===== src/ils_pkg.sv =====
package ils_pkg;

    // default list capacity
    localparam int CAPACITY_DEF = 64;

    // field widths
    localparam int ACT_W       = 3;
    localparam int POS_W       = 10;
    localparam int VAL_W       = 32;
    localparam int STAT_W      = 2;
    localparam int ENTRY_CNT_W = 7;

    // compare width: holds any position and any count up to 1024
    localparam int CMP_W = 11;

    // action codes
    localparam logic [ACT_W-1:0] ACT_READ      = 3'd0;
    localparam logic [ACT_W-1:0] ACT_INS_FRONT = 3'd1;
    localparam logic [ACT_W-1:0] ACT_INS_BACK  = 3'd2;
    localparam logic [ACT_W-1:0] ACT_INS_POS   = 3'd3;
    localparam logic [ACT_W-1:0] ACT_DELETE    = 3'd4;

    // status codes
    localparam logic [STAT_W-1:0] STAT_DONE  = 2'd0;
    localparam logic [STAT_W-1:0] STAT_RANGE = 2'd1;
    localparam logic [STAT_W-1:0] STAT_FULL  = 2'd2;

    typedef struct packed {
        logic [ACT_W-1:0]        action;
        logic [POS_W-1:0]        position;
        logic signed [VAL_W-1:0] value;
    } req_t;

    typedef struct packed {
        logic signed [VAL_W-1:0] read_value;
        logic [STAT_W-1:0]       status;
        logic [ENTRY_CNT_W-1:0]  entry_count;
    } rsp_t;

    typedef enum logic [2:0] {
        ST_IDLE,
        ST_RD_WAIT,
        ST_SHIFT_RD,
        ST_SHIFT_WR,
        ST_NEW_WR,
        ST_FINISH
    } state_t;

endpackage


===== src/ils_core.sv =====
module ils_core
    import ils_pkg::*;
#(
    parameter int CAPACITY = CAPACITY_DEF
) (
    input  logic clk,
    input  logic rst_n,
    input  logic start,
    input  req_t req,
    output logic ready,
    input  logic res_ready,
    output logic done,
    output rsp_t rsp
);

    localparam int AW    = $clog2(CAPACITY);
    localparam int CNT_W = $clog2(CAPACITY + 1);

    // entry storage
    logic [VAL_W-1:0] mem [CAPACITY];
    logic [VAL_W-1:0] rdata_reg;
    logic [AW-1:0]    mem_raddr;
    logic [AW-1:0]    mem_waddr;
    logic [VAL_W-1:0] mem_wdata;
    logic             mem_we;

    state_t            state_reg, state_next;
    logic [CNT_W-1:0]  count_reg, count_next;
    logic [CNT_W-1:0]  idx_reg, idx_next;
    logic [CNT_W-1:0]  pos_reg, pos_next;
    logic [VAL_W-1:0]  value_reg, value_next;
    logic              up_reg, up_next;
    logic [VAL_W-1:0]  rd_reg, rd_next;
    logic [STAT_W-1:0] st_reg, st_next;

    logic [CMP_W-1:0] pos_ext;
    logic [CMP_W-1:0] cnt_ext;
    logic [CMP_W-1:0] ins_pos;
    logic [CNT_W-1:0] idx_inc;
    logic [CNT_W-1:0] idx_dec;
    logic             is_insert;

    // memory write and registered read
    always_ff @(posedge clk)
    begin
        if (mem_we)
        begin
            mem[mem_waddr] <= mem_wdata;
        end
        rdata_reg <= mem[mem_raddr];
    end

    // control registers
    always_ff @(posedge clk or negedge rst_n)
    begin
        if (!rst_n)
        begin
            state_reg <= ST_IDLE;
            count_reg <= '0;
        end
        else
        begin
            state_reg <= state_next;
            count_reg <= count_next;
        end
    end

    // working registers
    always_ff @(posedge clk)
    begin
        idx_reg   <= idx_next;
        pos_reg   <= pos_next;
        value_reg <= value_next;
        up_reg    <= up_next;
        rd_reg    <= rd_next;
        st_reg    <= st_next;
    end

    // shared operands
    assign pos_ext = CMP_W'(req.position);
    assign cnt_ext = CMP_W'(count_reg);
    assign idx_inc = idx_reg + CNT_W'(1);
    assign idx_dec = idx_reg - CNT_W'(1);

    always_comb
    begin
        is_insert = 1'b1;
        case (req.action)
            ACT_INS_FRONT: ins_pos = '0;
            ACT_INS_BACK:  ins_pos = cnt_ext;
            ACT_INS_POS:   ins_pos = pos_ext;
            default:
            begin
                ins_pos   = pos_ext;
                is_insert = 1'b0;
            end
        endcase
    end

    // sequencer
    always_comb
    begin
        state_next = state_reg;
        count_next = count_reg;
        idx_next   = idx_reg;
        pos_next   = pos_reg;
        value_next = value_reg;
        up_next    = up_reg;
        rd_next    = rd_reg;
        st_next    = st_reg;
        mem_raddr  = idx_reg[AW-1:0];
        mem_waddr  = idx_reg[AW-1:0];
        mem_wdata  = rdata_reg;
        mem_we     = 1'b0;
        done       = 1'b0;

        case (state_reg)
            ST_IDLE:
            begin
                if (start)
                begin
                    value_next = req.value;
                    rd_next    = '0;
                    st_next    = STAT_DONE;
                    state_next = ST_FINISH;
                    if (req.action == ACT_READ)
                    begin
                        if (pos_ext < cnt_ext)
                        begin
                            mem_raddr  = req.position[AW-1:0];
                            state_next = ST_RD_WAIT;
                        end
                        else
                        begin
                            rd_next = '1;
                            st_next = STAT_RANGE;
                        end
                    end
                    else if (is_insert)
                    begin
                        if (ins_pos > cnt_ext)
                        begin
                            st_next = STAT_RANGE;
                        end
                        else if (count_reg == CNT_W'(CAPACITY))
                        begin
                            st_next = STAT_FULL;
                        end
                        else
                        begin
                            // move entries up from the tail down to the slot
                            up_next  = 1'b1;
                            pos_next = ins_pos[CNT_W-1:0];
                            idx_next = count_reg;
                            if (ins_pos == cnt_ext)
                            begin
                                state_next = ST_NEW_WR;
                            end
                            else
                            begin
                                state_next = ST_SHIFT_RD;
                            end
                        end
                    end
                    else if (req.action == ACT_DELETE)
                    begin
                        if (pos_ext >= cnt_ext)
                        begin
                            st_next = STAT_RANGE;
                        end
                        else
                        begin
                            // move later entries down to close the gap
                            up_next  = 1'b0;
                            pos_next = pos_ext[CNT_W-1:0];
                            idx_next = pos_ext[CNT_W-1:0];
                            if ((pos_ext + CMP_W'(1)) < cnt_ext)
                            begin
                                state_next = ST_SHIFT_RD;
                            end
                            else
                            begin
                                count_next = count_reg - CNT_W'(1);
                            end
                        end
                    end
                    else
                    begin
                        st_next = STAT_RANGE;
                    end
                end
            end

            ST_RD_WAIT:
            begin
                rd_next    = rdata_reg;
                state_next = ST_FINISH;
            end

            ST_SHIFT_RD:
            begin
                mem_raddr  = up_reg ? idx_dec[AW-1:0] : idx_inc[AW-1:0];
                state_next = ST_SHIFT_WR;
            end

            ST_SHIFT_WR:
            begin
                mem_we    = 1'b1;
                mem_waddr = idx_reg[AW-1:0];
                mem_wdata = rdata_reg;
                if (up_reg)
                begin
                    idx_next = idx_dec;
                    if (idx_dec == pos_reg)
                    begin
                        state_next = ST_NEW_WR;
                    end
                    else
                    begin
                        state_next = ST_SHIFT_RD;
                    end
                end
                else
                begin
                    idx_next = idx_inc;
                    if ((CMP_W'(idx_inc) + CMP_W'(1)) < cnt_ext)
                    begin
                        state_next = ST_SHIFT_RD;
                    end
                    else
                    begin
                        count_next = count_reg - CNT_W'(1);
                        state_next = ST_FINISH;
                    end
                end
            end

            ST_NEW_WR:
            begin
                mem_we     = 1'b1;
                mem_waddr  = pos_reg[AW-1:0];
                mem_wdata  = value_reg;
                count_next = count_reg + CNT_W'(1);
                state_next = ST_FINISH;
            end

            ST_FINISH:
            begin
                if (res_ready)
                begin
                    done       = 1'b1;
                    state_next = ST_IDLE;
                end
            end

            default:
            begin
                state_next = ST_IDLE;
            end
        endcase
    end

    assign ready = (state_reg == ST_IDLE);

    // result fields
    logic [CMP_W-1:0] count_wide;
    assign count_wide      = CMP_W'(count_reg);
    assign rsp.read_value  = rd_reg;
    assign rsp.status      = st_reg;
    assign rsp.entry_count = count_wide[ENTRY_CNT_W-1:0];

    // checks
    a_count_bound: assert property (@(posedge clk) disable iff (!rst_n)
        count_reg <= CNT_W'(CAPACITY))
        else $error("entry count above capacity");

    a_count_step: assert property (@(posedge clk) disable iff (!rst_n)
        (count_reg != $past(count_reg)) |->
            (count_reg == $past(count_reg) + CNT_W'(1) ||
             count_reg == $past(count_reg) - CNT_W'(1)))
        else $error("entry count moved by more than one");

    a_no_write_idle: assert property (@(posedge clk) disable iff (!rst_n)
        (state_reg == ST_IDLE || state_reg == ST_FINISH) |-> !mem_we)
        else $error("memory write outside a shift or store step");

    a_count_frozen_in_finish: assert property (@(posedge clk) disable iff (!rst_n)
        (state_reg == ST_FINISH) |=> (count_reg == $past(count_reg)))
        else $error("count changed while a result waits");

endmodule


===== src/indexed_list_store.sv =====
// Indexed list store: an ordered list of up to CAPACITY signed 32-bit
// entries with read, insert front, insert back, insert at position and
// delete at position requests.
// Channels: req (req_valid/req_ready/req) carries one request per transfer,
// rsp (rsp_valid/rsp_ready/rsp) returns exactly one result per request,
// in request order.
// Steps from request transfer to rsp_valid, for n entries held:
//   rejected request or unknown action: ST_IDLE, then ST_FINISH
//   read: ST_RD_WAIT takes the registered memory data, then ST_FINISH
//   insert at position p: n - p shift moves, ST_NEW_WR, then ST_FINISH
//   delete at position p: n - 1 - p shift moves, then ST_FINISH
// Each moved entry takes an ST_SHIFT_RD and an ST_SHIFT_WR step on the
// entry memory; one request is in the sequencer at a time, and the next is
// taken once the previous result has moved into the output register.
// Reset empties the list (count zero); memory contents are not cleared.
// When rsp_ready is low the result waits in the output register, one
// further request can finish into the sequencer, and req_ready then stays
// low until the output register drains.
module indexed_list_store
    import ils_pkg::*;
#(
    parameter int CAPACITY = CAPACITY_DEF
) (
    input  logic clk,
    input  logic rst_n,
    input  logic req_valid,
    output logic req_ready,
    input  req_t req,
    output logic rsp_valid,
    input  logic rsp_ready,
    output rsp_t rsp
);

    logic rsp_valid_reg;
    rsp_t rsp_reg;
    logic core_ready;
    logic core_done;
    logic res_ready;
    rsp_t core_rsp;

    // sequencer with entry memory
    ils_core #(
        .CAPACITY (CAPACITY)
    ) u_core (
        .clk       (clk),
        .rst_n     (rst_n),
        .start     (req_valid && core_ready),
        .req       (req),
        .ready     (core_ready),
        .res_ready (res_ready),
        .done      (core_done),
        .rsp       (core_rsp)
    );

    assign req_ready = core_ready;
    assign res_ready = !rsp_valid_reg || rsp_ready;

    // output register
    always_ff @(posedge clk or negedge rst_n)
    begin
        if (!rst_n)
        begin
            rsp_valid_reg <= 1'b0;
        end
        else if (core_done)
        begin
            rsp_valid_reg <= 1'b1;
        end
        else if (rsp_ready)
        begin
            rsp_valid_reg <= 1'b0;
        end
    end

    always_ff @(posedge clk)
    begin
        if (core_done)
        begin
            rsp_reg <= core_rsp;
        end
    end

    assign rsp_valid = rsp_valid_reg;
    assign rsp       = rsp_reg;

endmodule

===== config.mk =====
export PLATFORM = sky130hd
export DESIGN_NAME = indexed_list_store
export DESIGN_NICKNAME = d
export VERILOG_FILES = /design/src/ils_pkg.sv /design/src/ils_core.sv /design/src/indexed_list_store.sv
export SDC_FILE = /design/constraint.sdc
export NUM_CORES = 2
export LEC_CHECK = 0
export CAP_MARGIN = 20
export CORE_MARGIN = 2
export CORE_UTILIZATION = 30
export CTS_CLUSTER_DIAMETER = 40
export DETAILED_ROUTE_END_ITERATION = 7
export DONT_BUFFER_PORTS = 1
export PLACE_DENSITY = 0.42
export SYNTH_ARGS = -nofsm -noshare
export SYNTH_HDL_FRONTEND = slang
export SYNTH_SLANG_ARGS = --single-unit
export TNS_END_PERCENT = 1

===== constraint.sdc =====
create_clock -name clk -period 5.8 [get_ports clk]
set_clock_uncertainty 0.2 [all_clocks]
set_input_delay 0.87 -clock clk [delete_from_list [all_inputs] [get_ports clk]]
set_output_delay 0.87 -clock clk [all_outputs]
set_load 0.01 [all_outputs]

==> flow_summary.yaml <==
final_layout:
  regArea_mm2: 0.0661
  nets: 5665
  final_cell_area_mm2: 0.108
  fin_util_pct: 37.5
  fin_cells: 9683
  areaGrowthSynthToFinish_pct: 24.7
  fillers: 26500
  multiInputGateArea_mm2: 0.0198
  drive_gt1_share_pct: 23.5
  largest_reg_flops: 2048
grt:
  grt_pass1_vias: 49600
  grt_pass1_wl_mm: 409
  antenna_found_initial: 28
  grt_max_degree: 68
  globalRouteOverflowTotal: 0
  grtUsageTotal_pct: 19.9
synth:
  synth_edf_count: 2170
  synth.distinct_cells: 81
  syn_inst: 5052
  ys_ff_latch: 2213
  yosysWarnings: 0
  syn_nets: 5138
  synthFlopType: "edfxtp_1"
  synth-seq-area-share_pct: 76.3
  async_flop_share_pct: 0.497
  syn_area_mm2: 0.0866
  synth_area_per_cell_um2: 17.1
clock_tree:
  cts_sinks: 2213
  clock_latency_ns: 0.92
  clockRootBuffer: "clkbuf_16"
  postCtsSetupBuffers: 0
  postCtsHoldBufs: 37
  ctsResizeCount: 0
  clk_pin_slew_worst_paths_ns: 0.05
  cts_made_buffers: 376
  cts_tree: "built"
  cts-htree-levels: 5
  max-clock-path-buffers: 4
pwr:
  pwr-share-comb_pct: 16.7
  swShare_pct: 29.4
  p_int_mw: 38.2
  vdd.ir_drop.worst_mv: 0.331
  pwr_density_cell_mw_per_mm2: 502
  power.total_mw: 54.2
  clkPwrFrac_pct: 42.5
  seq_power_share_pct: 40.8
  power.switching_mw: 15.9
  leakage_nw: 36.3
timing:
  fin_ws_ns: 0.126
  worst_slew_pin_slew_ns: 1.18
  final_max_slew_viol_count: 0
  setup_violations: 0
  finalCritPeriodShare_pct: 97.8
  rsz0062_at_grt: "no"
  min_period_ns: 5.67
  relSlewSlack_pct: 21.6
  fmax_mhz: 176
  setup_tns_ns: 0
  whs_ns: 0.0892
  hold_viol_final: 0
die:
  rows: 197
  core_mm2: 0.288
  die_width_um: 541
  start_util_pct: 30.1
  io_pins: 92
  die_y_um: 541
  die_area_mm2: 0.293
flow_run:
  drv_cap: 0
hold_path:
  hold_depth: 2
  min_from: "req[34]"
  min_path_type: "input pin to flip-flop"
  min_to: "u_core.idx_reg[2]$_DFFE_PP_"
detailed_routing:
  vias_per_cell: 5.17
  drc_errors: 0
  first_pass_iters: 5
  routed_wirelength_mm: 296
  routedWlPerCell_um: 30.6
  ant_nets: 0
  via_count: 50100
  drt_iter0_drc: 5255
setup_path:
  r2r_cells: 11
  path_max_fanout: 28
  worstPathRequired_ns: 6.32
  cp-startpoint: "u_core.count_reg[1]$_DFFE_PN0P_"
  critPathLaunchType: "flip-flop"
  worstSetupEndpointType: "flip-flop"
  critPathKind: "flip-flop to flip-flop"
  regToRegSetupSlack_ns: 0.13
  r2r_start: "u_core.count_reg[1]$_DFFE_PN0P_"
  regToRegEndpoint: "u_core.rdata_reg[3]$_DFF_P_"
  crit_arrival_ns: 6.19
placement:
  dp_slack_ns: -0.0135
  dp_hpwl_mm: 184
  place_inst: 8944
  place.gp.congestion: 0.880
  io_buffers: 0
  postPlaceCellArea_mm2: 0.0944
run_status:
  status: "finished, final reports clean"
## Yosys cell counts, types with 26 or more instances
master	count	area share, %
a21oi_1	164	0.95
o22ai_1	27	0.20
mux4_2	202	5.3
and3_1	29	0.21
nand3_1	133	0.77
mux2i_1	344	4.0
clkbuf_1	129	0.56
dfxtp_1	32	0.74
nand2_1	817	3.5
a31oi_1	26	0.19
nor2_1	117	0.51
a22oi_1	103	0.89
o21ai_0	32	0.19
nor3_1	37	0.21
xnor2_1	28	0.28
buf_2	106	0.61
a2111oi_0	27	0.27
ha_1	36	0.52
a21o_1	45	0.39
edfxtp_1	2170	75
a32oi_1	102	1.0
## worst max-delay path, cell delays in order, from the launching register on
cell      delay [ns]
dfrtp_1         0.53
inv_1           0.11
ha_1            0.31
nand2b_1        0.09
a211oi_1        0.45
or3_1           0.43
mux2_8          0.57
buf_4           0.34
mux4_2          0.57
a22oi_1         0.94
nand2_1         0.56
and4_1          0.36
## area by class of cell
type / count / area share, %
Sequential cell: 2213 / 61.2
Multi-Input combinational cell: 2532 / 18.3
Clock buffer: 424 / 9.03
Tap cell: 3781 / 4.38
Timing Repair Buffer: 434 / 3.75
Clock inverter: 269 / 3.18
Inverter: 22 / 0.0765
Antenna cell: 8 / 0.0185
## metal layers
| metal | global-route usage, % | vias up | share of wire [%] |
|---|---|---|---|
| met5 | 0 | - | 0.0068 |
| met1 | 27.9 | 26700 | 44 |
| met3 | 3.52 | 392 | 6.6 |
| met2 | 31.0 | 1833 | 46 |
| met4 | 6.74 | 2 | 3.2 |
| li1 | - | 21200 | - |
## cell families (layout without fill, tap and decap cells)
kind of cell / count (synthesis) / after routing / share of synthesized area, %
xor+xnor: 38 / 38 / 0.385
other cells: 0 / 8 / 0
buf+inv: 307 / 1149 / 1.63
mux: 550 / 550 / 9.29
compound gates: 678 / 678 / 5.70
fa+ha+maj: 37 / 37 / 0.544
flops: 2213 / 2213 / 76.3
simple gates: 1229 / 1229 / 6.11
## worst max path at each step
stage,depth (start not counted),slack [ns],to
after floorplan,12,0.95,u_core.rdata_reg[30]$_DFF_P_
after global placement,10,-0.08,u_core.rdata_reg[3]$_DFF_P_
after detailed placement,10,-0.01,u_core.rdata_reg[3]$_DFF_P_
after CTS,11,0.22,u_core.rdata_reg[3]$_DFF_P_
after global routing,11,0.14,u_core.rdata_reg[3]$_DFF_P_
final,11,0.13,u_core.rdata_reg[3]$_DFF_P_
## cells in the final DEF (no fill, tap or decap), types with 44 or more instances in the layout
master	n
a21o_1	44
a21oi_1	163
a22oi_1	102
a32oi_1	102
buf_12	56
buf_4	341
bufinv_16	60
clkbuf_16	381
clkinv_2	44
edfxtp_1	2170
inv_6	48
mux2i_1	343
mux4_2	202
nand2_1	785
nand3_1	133
nor2_1	51
nor2_4	69
## power groups by stage
stage	combinational (mW)	clock [mW]	sequential, mW
2_1_floorplan	3.91	0	22.1
3_3_place_gp	8.91	0	22.4
3_5_place_dp	9.04	0	22.4
4_1_cts	9.08	23.4	22.1
5_1_grt	9.57	24.1	22.1
6_report	9.03	23.0	22.1
Note: power is estimated with default switching activity, not from simulation.
